==> src/rtl/psr_pkg.sv <==
// ----------------------------------------------------------------------------
// psr_pkg
// Types and constants shared by the PWM speed regulator modules.
// ----------------------------------------------------------------------------
`default_nettype none

package psr_pkg;

	localparam int unsigned TimeW  = 14;
	localparam int unsigned SpeedW = 12;
	localparam int unsigned CountW = 16;
	localparam int unsigned IdxW   = 3;

	// Opcodes
	localparam logic [1:0] OP_EXPIRY   = 2'd0;
	localparam logic [1:0] OP_COUNT    = 2'd1;
	localparam logic [1:0] OP_OVERFLOW = 2'd2;

	// Adjust codes
	localparam logic [1:0] ADJ_KEEP = 2'd0;
	localparam logic [1:0] ADJ_UP   = 2'd1;
	localparam logic [1:0] ADJ_DOWN = 2'd2;

	// Register indexes
	localparam logic [IdxW-1:0] REG_TARGET   = 3'd0;
	localparam logic [IdxW-1:0] REG_DEADBAND = 3'd1;
	localparam logic [IdxW-1:0] REG_GAIN     = 3'd2;
	localparam logic [IdxW-1:0] REG_DUTY_MIN = 3'd3;
	localparam logic [IdxW-1:0] REG_DUTY_MAX = 3'd4;
	localparam logic [IdxW-1:0] REG_WINDOW   = 3'd5;

	// Reset values
	localparam logic [7:0]        RST_TARGET   = 8'd0;
	localparam logic [7:0]        RST_DEADBAND = 8'd5;
	localparam logic [2:0]        RST_GAIN     = 3'd2;
	localparam logic [TimeW-1:0]  RST_DUTY_MIN = 14'd100;
	localparam logic [TimeW-1:0]  RST_DUTY_MAX = 14'd9900;
	localparam logic [7:0]        RST_WINDOW   = 8'd20;
	localparam logic [TimeW-1:0]  RST_HALF     = 14'd5000;

	localparam logic [SpeedW-1:0] SPEED_MAX = 12'hFFF;
	localparam logic [TimeW-1:0]  TIME_MAX  = 14'h3FFF;
	localparam logic [7:0]        STEP_MAX  = 8'hFF;

	typedef struct packed {
		logic [7:0]       target_speed;
		logic [7:0]       dead_band;
		logic [2:0]       gain_shift;
		logic [TimeW-1:0] duty_min_time;
		logic [TimeW-1:0] duty_max_time;
		logic [7:0]       window_toggles;
	} cfg_t;

	typedef struct packed {
		logic              pwm_level;
		logic [TimeW-1:0]  interval_us;
		logic              window_end;
		logic [SpeedW-1:0] speed_now;
		logic [1:0]        adjust;
	} res_t;

endpackage

`default_nettype wire

==> src/rtl/psr_cfg_regs.sv <==
// ----------------------------------------------------------------------------
// psr_cfg_regs
// Configuration register file, written through a plain write port.
// ----------------------------------------------------------------------------
`default_nettype none

module psr_cfg_regs (
	input  wire logic                     clk,
	input  wire logic                     arst_n,
	input  wire logic                     cfg_wr_en,
	input  wire logic [psr_pkg::IdxW-1:0] cfg_index,
	input  wire logic [psr_pkg::TimeW-1:0] cfg_wr_data,
	output psr_pkg::cfg_t                 cfg
);
	import psr_pkg::*;

	cfg_t cfg_q;

	always_ff @(posedge clk or negedge arst_n) begin
		if (!arst_n) begin
			cfg_q.target_speed   <= RST_TARGET;
			cfg_q.dead_band      <= RST_DEADBAND;
			cfg_q.gain_shift     <= RST_GAIN;
			cfg_q.duty_min_time  <= RST_DUTY_MIN;
			cfg_q.duty_max_time  <= RST_DUTY_MAX;
			cfg_q.window_toggles <= RST_WINDOW;
		end else if (cfg_wr_en) begin
			unique case (cfg_index)
				REG_TARGET:   cfg_q.target_speed   <= cfg_wr_data[7:0];
				REG_DEADBAND: cfg_q.dead_band      <= cfg_wr_data[7:0];
				REG_GAIN:     cfg_q.gain_shift     <= cfg_wr_data[2:0];
				REG_DUTY_MIN: cfg_q.duty_min_time  <= cfg_wr_data;
				REG_DUTY_MAX: cfg_q.duty_max_time  <= cfg_wr_data;
				REG_WINDOW:   cfg_q.window_toggles <= cfg_wr_data[7:0];
				default: ; // unmapped index, ignored
			endcase
		end
	end

	assign cfg = cfg_q;

endmodule

`default_nettype wire

==> src/rtl/psr_core.sv <==
// ----------------------------------------------------------------------------
// psr_core
// Regulator state and the single-pass update for one registered event.
// ----------------------------------------------------------------------------
`default_nettype none

module psr_core (
	input  wire logic                       clk,
	input  wire logic                       arst_n,
	input  wire logic                       update,
	input  wire logic [1:0]                 opcode_s1,
	input  wire logic [psr_pkg::CountW-1:0] pulse_count_s1,
	input  wire psr_pkg::cfg_t              cfg,
	output psr_pkg::res_t                   res
);
	import psr_pkg::*;

	logic [TimeW-1:0]  high_q, low_q;
	logic              level_q;
	logic [7:0]        toggles_q;
	logic [SpeedW-1:0] speed_q;

	logic [TimeW-1:0]  high_nxt, low_nxt;
	logic              level_nxt;
	logic [7:0]        toggles_nxt;
	logic [SpeedW-1:0] speed_nxt;

	// count * 10 / 4 == (count * 5) >> 1
	logic [CountW+2:0] cnt_x5;
	logic [CountW+1:0] cnt_half;
	logic [SpeedW-1:0] speed_meas;

	logic signed [SpeedW:0] err, db_pos, db_neg;
	logic [SpeedW-1:0]      err_abs;
	logic [SpeedW-1:0]      mag_shift;
	logic [7:0]             step;

	logic [TimeW:0] up_lim, low_add, high_add;
	logic [7:0]     toggles_inc;
	logic           wend;
	logic [1:0]     adj;

	always_comb begin
		cnt_x5     = {1'b0, pulse_count_s1, 2'b00} + {3'b000, pulse_count_s1};
		cnt_half   = cnt_x5[CountW+2:1];
		speed_meas = (|cnt_half[CountW+1:SpeedW]) ? SPEED_MAX : cnt_half[SpeedW-1:0];

		err     = $signed({5'b0, cfg.target_speed}) - $signed({1'b0, speed_q});
		db_pos  = $signed({5'b0, cfg.dead_band});
		db_neg  = -db_pos;
		// magnitude never exceeds the speed range
		err_abs = err[SpeedW] ? 12'(-err) : 12'(err);
		mag_shift = err_abs >> cfg.gain_shift;
		step    = (|mag_shift[SpeedW-1:8]) ? STEP_MAX : mag_shift[7:0];

		up_lim   = {1'b0, cfg.duty_min_time} + {7'b0, step};
		low_add  = {1'b0, low_q} + {7'b0, step};
		high_add = {1'b0, high_q} + {7'b0, step};

		toggles_inc = toggles_q + 8'd1;
		wend        = (toggles_inc == cfg.window_toggles);

		high_nxt    = high_q;
		low_nxt     = low_q;
		level_nxt   = level_q;
		toggles_nxt = toggles_q;
		speed_nxt   = speed_q;
		adj         = ADJ_KEEP;

		unique case (opcode_s1)
			OP_COUNT:    speed_nxt = speed_meas;
			OP_OVERFLOW: speed_nxt = '0;
			OP_EXPIRY: begin
				toggles_nxt = wend ? 8'd0 : toggles_inc;
				if (err > db_pos) begin
					adj = ADJ_UP;
					if ({1'b0, high_q} > up_lim) begin
						high_nxt = high_q - {6'b0, step};
						low_nxt  = low_add[TimeW] ? TIME_MAX : low_add[TimeW-1:0];
					end else begin
						high_nxt = cfg.duty_min_time;
						low_nxt  = cfg.duty_max_time;
					end
				end else if (err < db_neg) begin
					adj = ADJ_DOWN;
					if (high_add < {1'b0, cfg.duty_max_time}) begin
						high_nxt = high_add[TimeW-1:0];
						low_nxt  = (low_q > {6'b0, step}) ? low_q - {6'b0, step} : '0;
					end else begin
						high_nxt = cfg.duty_max_time;
						low_nxt  = cfg.duty_min_time;
					end
				end
				level_nxt = ~level_q;
			end
			default: ; // spare opcode, no change
		endcase

		res.pwm_level   = level_nxt;
		res.interval_us = (opcode_s1 == OP_EXPIRY) ? (level_nxt ? high_nxt : low_nxt) : '0;
		res.window_end  = (opcode_s1 == OP_EXPIRY) && wend;
		res.speed_now   = speed_nxt;
		res.adjust      = adj;
	end

	always_ff @(posedge clk or negedge arst_n) begin
		if (!arst_n) begin
			high_q    <= RST_HALF;
			low_q     <= RST_HALF;
			level_q   <= 1'b0;
			toggles_q <= '0;
			speed_q   <= '0;
		end else if (update) begin
			high_q    <= high_nxt;
			low_q     <= low_nxt;
			level_q   <= level_nxt;
			toggles_q <= toggles_nxt;
			speed_q   <= speed_nxt;
		end
	end

endmodule

`default_nettype wire

==> src/rtl/pwm_speed_regulator_top.sv <==
// An accepted request moves from the input register to the result register,
// held back only while an earlier result is still waiting to be taken.
// Throughput: one request per cycle; the input register and the result
// register each hold one request, so input stalls only when both are full.
// State and control registers clear on arst_n (asynchronous, active low);
// duty times reset to 5000 us each, level and window count to zero.
// ----------------------------------------------------------------------------
// pwm_speed_regulator_top
// Proportional PWM speed regulator with dead band, two register stages.
// ----------------------------------------------------------------------------
`default_nettype none

module pwm_speed_regulator_top (
	input  wire logic                        clk,
	input  wire logic                        arst_n,
	input  wire logic                        cfg_wr_en,
	input  wire logic [psr_pkg::IdxW-1:0]    cfg_index,
	input  wire logic [psr_pkg::TimeW-1:0]   cfg_wr_data,
	input  wire logic                        in_valid,
	output logic                             in_ready,
	input  wire logic [1:0]                  opcode,
	input  wire logic [psr_pkg::CountW-1:0]  pulse_count,
	output logic                             out_valid,
	input  wire logic                        out_ready,
	output logic                             pwm_level,
	output logic [psr_pkg::TimeW-1:0]        interval_us,
	output logic                             window_end,
	output logic [psr_pkg::SpeedW-1:0]       speed_now,
	output logic [1:0]                       adjust
);
	import psr_pkg::*;

	cfg_t cfg;
	res_t res;

	logic              valid_s1;
	logic [1:0]        opcode_s1;
	logic [CountW-1:0] pulse_count_s1;
	logic              valid_s2;
	res_t              res_s2;
	logic              advance;

	// stage 1 moves on when the result register is free or being emptied
	assign advance  = valid_s1 && (!valid_s2 || out_ready);
	assign in_ready = !valid_s1 || advance;

	psr_cfg_regs u_cfg (
		.clk         (clk),
		.arst_n      (arst_n),
		.cfg_wr_en   (cfg_wr_en),
		.cfg_index   (cfg_index),
		.cfg_wr_data (cfg_wr_data),
		.cfg         (cfg)
	);

	psr_core u_core (
		.clk            (clk),
		.arst_n         (arst_n),
		.update         (advance),
		.opcode_s1      (opcode_s1),
		.pulse_count_s1 (pulse_count_s1),
		.cfg            (cfg),
		.res            (res)
	);

	always_ff @(posedge clk or negedge arst_n) begin
		if (!arst_n) begin
			valid_s1 <= 1'b0;
			valid_s2 <= 1'b0;
		end else begin
			if (in_ready) begin
				valid_s1 <= in_valid;
			end
			if (advance) begin
				valid_s2 <= 1'b1;
			end else if (out_ready) begin
				valid_s2 <= 1'b0;
			end
		end
	end

	always_ff @(posedge clk) begin
		if (in_ready && in_valid) begin
			opcode_s1      <= opcode;
			pulse_count_s1 <= pulse_count;
		end
		if (advance) begin
			res_s2 <= res;
		end
	end

	assign out_valid   = valid_s2;
	assign pwm_level   = res_s2.pwm_level;
	assign interval_us = res_s2.interval_us;
	assign window_end  = res_s2.window_end;
	assign speed_now   = res_s2.speed_now;
	assign adjust      = res_s2.adjust;

endmodule

`default_nettype wire

==> config.mk <==
export PLATFORM = sky130hd
export DESIGN_NAME = pwm_speed_regulator_top
export DESIGN_NICKNAME = d
export VERILOG_FILES = /design/src/rtl/psr_pkg.sv /design/src/rtl/psr_cfg_regs.sv /design/src/rtl/psr_core.sv /design/src/rtl/pwm_speed_regulator_top.sv
export SDC_FILE = /design/constraint.sdc
export NUM_CORES = 1
export LEC_CHECK = 0
export BUFFER_PORTS_ARGS = -buffer_cell sky130_fd_sc_hd__buf_2
export CAP_MARGIN = 30
export CORE_MARGIN = 4
export CORE_UTILIZATION = 44
export CTS_CLUSTER_DIAMETER = 80
export DETAILED_ROUTE_END_ITERATION = 6
export GPL_ROUTABILITY_DRIVEN = 0
export PLACE_DENSITY_LB_ADDON = 0.3
export SLEW_MARGIN = 20
export SYNTH_ARGS = -nofsm -noshare
export SYNTH_HDL_FRONTEND = slang
export SYNTH_SLANG_ARGS = --single-unit
==> constraint.sdc <==
create_clock -name clk -period 6.9 [get_ports clk]
set_input_delay 1.035 -clock clk [delete_from_list [all_inputs] [get_ports clk]]
set_output_delay 1.035 -clock clk [all_outputs]
set_load 0.1 [all_outputs]
* Word level (Yosys, flattened, before mapping) *
Index checks and enable logic that the tools add are counted.
W data, S select, Z words.

operators by class
  $add $sub $neg = 10
  order comparisons = 5
  eq/ne operators = 8
  shift-type cells = 1
  muxes and demuxes = 23
  bitwise gates (word level) = 2
  reduce and logical (&&, ||, !) cells = 20

operators with widths
  operator               number
  $mux W14               13
  $add A14 B8 Y15        3
  $sub A14 B8 Y14        2
  $mux W12               2
  $pmux W12 S2           1
  $add A18 B16 Y19       1
  $mux W8                2
  $gt A14 B15 Y1         1
  $lt A15 B14 Y1         1
  $gt A14 B8 Y1          1
  $reduce_and A2 Y1      7
  $gt A13 B9 Y1          1
  $lt A13 B13 Y1         1
  $neg A8 Y13            1
  $sub A8 B12 Y13        1
  $neg A12 Y12           1
  $shr A12 B3 Y12        1
  $add A8 B1 Y8 const B  1
  $eq A8 B8 Y1           1
  $eq A3 B2 Y1 const B   2
  $eq A3 B3 Y1 const B   2
  $reduce_or A6 Y1       1
  $mux W1                4
  $reduce_or A4 Y1       1
  other kinds (12)       17

storage, ports and cells
  register bits after elaboration = 154
  bits of input ports = 40
  output and inout bits = 32
  word-level logic and storage cells = 90

* Logic depth before layout (Yosys ltp) *
  word-level depth = 13
  gate-level depth with buffers = 36
  mapped depth without buffers = 33

* By module *
From an unflattened synthesis, not the netlist that was laid out.

second synthesis, totals
  cells, all modules = 1454
  area total of the unflattened synthesis = 13211.4 sq um

by module, submodules not included
  module                   instances  cells each  area each (sq um)  seq. area each (sq um)
  psr_core                 1          1278        9545.4             1238.7
  psr_cfg_regs             1          120         2120.8             1395.1
  pwm_speed_regulator_top  1          56          1545.2             1491.4

* Least setup slack after synthesis *
Ideal clock, no wire load.

  kind = reg-to-reg
  from = register u_core.speed_q[0]
  to = register res_s2 (netlist bit interval_us[10]) (data pin)
  arrival time = 7.308 ns
  data required time = 6.632 ns
  slack = -0.675 ns
  cell stages (with the launch flop) = 36
  period minus slack after synthesis = 7.575 ns
  cells stage by stage = dfrtp_1 > ha_1 > fa_1 > xor2_1 > inv_1 > nor3b_1 > mux2i_1 > a2111oi_2 > a31oi_1 > xor2_1 > a21oi_1 > o2111a_2 > buf_6 > a22oi_1 > ha_1 > a21o_1 > a21oi_1 > o21bai_1 > a21oi_1 > o21bai_1 > a21o_1 > a21oi_1 > nor2_1 > xnor2_1 > ha_1 > nand4_1 > or2_2 > o21bai_1 > o2111ai_1 > o311a_1 > and2_1 > clkbuf_1 > clkbuf_1 > o211ai_1 > o311ai_1 > o32ai_1

on the way
  longest elaborated chain between the ends = 13

RTL lines
  item                                        RTL line                        source
  start, declared                             psr_core.sv:21                  logic [SpeedW-1:0] speed_q;
  start signal, assigned                      psr_core.sv:118                 speed_q <= speed_nxt;
  $sub A8 B12 Y13 (*)                         psr_core.sv:48                  err = $signed({5'b0, cfg.target_speed}) - $signed({1'b0, speed_q});
  $neg A12 Y12                                psr_core.sv:52                  err_abs = err[SpeedW] ? 12'(-err) : 12'(err);
  $mux W12                                    psr_core.sv:52
  $shr A12 B3 Y12                             psr_core.sv:53                  mag_shift = err_abs >> cfg.gain_shift;
  $reduce_or A4 Y1                            psr_core.sv:54                  step = (|mag_shift[SpeedW-1:8]) ? STEP_MAX : mag_shift[7:0];
  $mux W8                                     psr_core.sv:54
  $add A14 B8 Y15 (tied with other cells)     psr_core.sv:58                  high_add = {1'b0, high_q} + {7'b0, step};
  $lt A15 B14 Y1 or $mux W14 (tied branches)  psr_core.sv:86, psr_core.sv:88
  $mux W14                                    psr_core.sv:86                  if (high_add < {1'b0, cfg.duty_max_time}) begin
  $mux W14                                    psr_core.sv:84                  end else if (err < db_neg) begin
  $mux W14                                    psr_core.sv:75                  if (err > db_pos) begin
  $mux W14                                    psr_core.sv:70                  unique case (opcode_s1)
  $mux W14 (*)                                psr_core.sv:100                 res.interval_us = (opcode_s1 == OP_EXPIRY) ? (level_nxt ? high_nxt : low_nxt) : '0;
  end signal, assigned                        pwm_speed_regulator_top.sv:88   res_s2 <= res;
  end, declared                               pwm_speed_regulator_top.sv:40   res_t res_s2;

Mark *: on every way between the ends. The rest lies on a longest branch, timed or not.
A chain may end at the register's enable or synchronous reset.

* Final worst setup path *
  from = register u_core.speed_q[0]
  to = register res_s2 (netlist bit interval_us[6]) (data pin)

Same word-level chain as after synthesis.

==> flow_summary.toml <==
[finish]
nFillCells = 2532
fin_nets = 1841
drive_above_1_share_pct = 30.83
mostFrequentLayoutCells = "buf_4 (210), ha_1 (108), nand2_1 (96)"
final_common_cell = "buf_4"
diodes = 0
area_growth_pct = 28.03
post-route-util_pct = 57.41
instances_no_fill = 2077

[status]
status = "complete, but fails checks"
violations = "DRC, setup timing"

[grt]
grt_pass1_vias = 12300
grt_pass1_wl_mm = 65.27
track_usage_pct = 24.93
grt_max_degree = 61
antenna_found_initial = 0
grt_remaining_overflow = 0

[clocking]
cts_tree = "built"
clock-sinks = 154
cts-buffers-inserted = 17
cts.htree.levels = 4
cts.clk_slew.worst_paths_ns = 0.07
cts_hold_buffers = 0
clock-root-buffer = "clkbuf_16"
clk_path_buf_depth = 2
clock_latency_ns = 0.45

[placement]
hpwl_mm = 30.49
portBuffers = 71
place_inst = 1990

[sta]
hold_violations = 0
fin_skew_ns = 0.01587
fmax_mhz = 136.5
fin_crit_ns = 7.323
worstMarginPinSlew_ns = 0.9815
maxSlewViolCount = 0
rsz0062_at_grt = "yes"
setup_viol = 42
fin_ws_ns = -0.4235
max_slew_margin_pct = 34.57
fin_crit_sh_pct = 106.1

[synth]
synthesis.area_sq_um = 12940
syn_avg_cell_area_sq_um = 9.018
synth_flop_cell = "dfrtp_1"
syn_nets = 1596
ys_warn_count = 0
synthArstFlopShare_pct = 68.83
synth_edf_count = 48
ys_types = 92
syn_inst = 1435
seq_area_frac_synth_pct = 31.88
yosys_register_bits = 154

[floorplan]
die_h_microns = 179.5
rows = 62
die_x_microns = 179.5
die-area_sq_um = 32220
io_pins = 72
core_area_sq_um = 28860
initial_core_util_pct = 44.84

[drt]
drt-total-wl_mm = 41.79
postRouteAntennaNets = 0
drt_iter0_drc = 972
met1_length_mm = 16.99
route.detailed.drc = 2
via_per_inst = 5.969
vias = 12400
wl_met3_mm = 2.166
drtPass1Iterations = 7
top_layer = "met4"
wl_per_cell_microns = 20.12
wl_met2_mm = 20.02

[run]
cap_viol_max_count = 0

[worst_setup_path]
cp.arrival_ns = 7.53
path_class = "reg -> reg"
path_max_fanout = 8
max_stage_delay_ns = 0.57
end_kind = "flip-flop"
startpoint_type = "flip-flop"
cp_top_family = "compound AO/OA/AOI/OAI gates"
crit_required_ns = 7.10
worst-path-buf-inv = 4
crit_slowest_cell = "fa_2"

[worst_hold_path]
min_path_type = "reg -> reg"
-- cell usage after synthesis, types with 9 or more instances --
cell type	instances	area share, %
a211oi_1	14	0.81
a21o_1	28	1.6
a21oi_1	80	3.1
a22o_1	12	0.81
a31oi_1	11	0.53
and3_1	13	0.63
buf_2	9	0.35
clkbuf_1	57	1.7
dfrtp_1	81	16
dfstp_2	25	5.1
edfxtp_1	48	11
ha_1	114	11
inv_1	92	2.7
mux2_2	46	4.0
mux2i_1	26	2.0
nand2_1	98	2.8
nand2b_1	23	1.1
nand3_1	29	1.1
nand4_1	18	0.87
nor2_1	95	2.8
nor2b_1	24	1.2
nor3_1	31	1.2
nor4_1	15	0.73
o211ai_1	16	0.93
o21a_1	16	0.93
o21ai_0	102	3.9
o21bai_1	13	0.75
o221ai_1	12	0.81
o22ai_1	26	1.3
o2bb2ai_1	10	0.68
o31ai_1	9	0.52
xnor2_1	68	4.6
xor2_1	22	1.5
-- per-stage QoR --
stage	setup WS [ns]	hold slack [ns]	instance area, sq um	TNS, ns
floorplan	-0.1260	0.4498	13140	-0.6698
global placement	-0.3416	0.4635	14940	-5.784
detailed placement	-0.4151	0.4713	14940	-10.75
CTS	-0.1230	0.4864	16180	-0.5477
global route	-0.7609	0.5215	16570	-26.32
finish	-0.4235	0.4950	16570	-11.13
-- routing by layer --
| metal | track usage, % | vias to the layer above |
|---|---|---|
| met5 | 0 | - |
| met4 | 14.20 | 0 |
| met3 | 3.759 | 156 |
| met2 | 42.36 | 476 |
| met1 | 30.23 | 5967 |
| li1 | - | 5799 |
-- what timing repair did --
item	CTS	global route
setup endpoints to repair	42	42
gates cloned	3	0
buffers inserted	32	21
gates resized for setup	65	49
pin swaps	47	40
-- worst min-delay path, stage by stage (launching register included) --
cell and delay, ns:
dfrtp_1 0.35, nand2_1 0.05, o21ai_0 0.06
-- state kept, by name, summed over array words and instances, names as in the netlist, 2 cells and up --
signal            count
u_core.low_q         14
speed_now            12
u_cfg.cfg            55
u_core.toggles_q      8
u_core.speed_q       12
interval_us          14
opcode_s1             2
adjust                2
pulse_count_s1       16
u_core.high_q        14
-- layout make-up --
class	count	area (sq um)	area share (%)
Clock buffer	18	439.2	2.651
Inverter	95	356.6	2.152
Timing Repair Buffer	296	2126	12.83
Multi-Input combinational cell	1116	8889	53.65
Clock inverter	14	152.6	0.9213
Tap cell	384	480.5	2.900
Sequential cell	154	4125	24.90
-- cell families (layout without fill, tap and decap cells) --
| kind of cell | Yosys count | count (layout) | synth area share, % |
|---|---|---|---|
| AOI/OAI and AO/OA | 437 | 438 | 23.22 |
| xor gates and xnor gates | 90 | 90 | 6.091 |
| adders and majority gates | 121 | 121 | 12.10 |
| buffers and inverters | 167 | 423 | 5.105 |
| DFF | 154 | 154 | 31.88 |
| muxes | 75 | 75 | 6.536 |
| and+or+nand+nor | 391 | 392 | 15.06 |
-- final timing paths --
check	cells after the start	endpoint	slack (ns)	from
min reg2reg	2	u_core.speed_q[5]$_DFFE_PN0P_	0.49	u_core.speed_q[5]$_DFFE_PN0P_
max	34	interval_us[6]$_SDFFCE_PN0P_	-0.42	u_core.speed_q[0]$_DFFE_PN0P_
min in group asynchronous	1	u_cfg.cfg[33]$_DFFE_PN0P_	0.64	arst_n
max reg2reg	34	interval_us[6]$_SDFFCE_PN0P_	-0.42	u_core.speed_q[0]$_DFFE_PN0P_
min	2	u_core.speed_q[5]$_DFFE_PN0P_	0.49	u_core.speed_q[5]$_DFFE_PN0P_
max in group asynchronous	2	u_core.speed_q[0]$_DFFE_PN0P_	5.02	arst_n
Power is left out: the tool's default activity adds up to more than one toggle a clock period on the data nets, which glitch-free logic cannot reach.
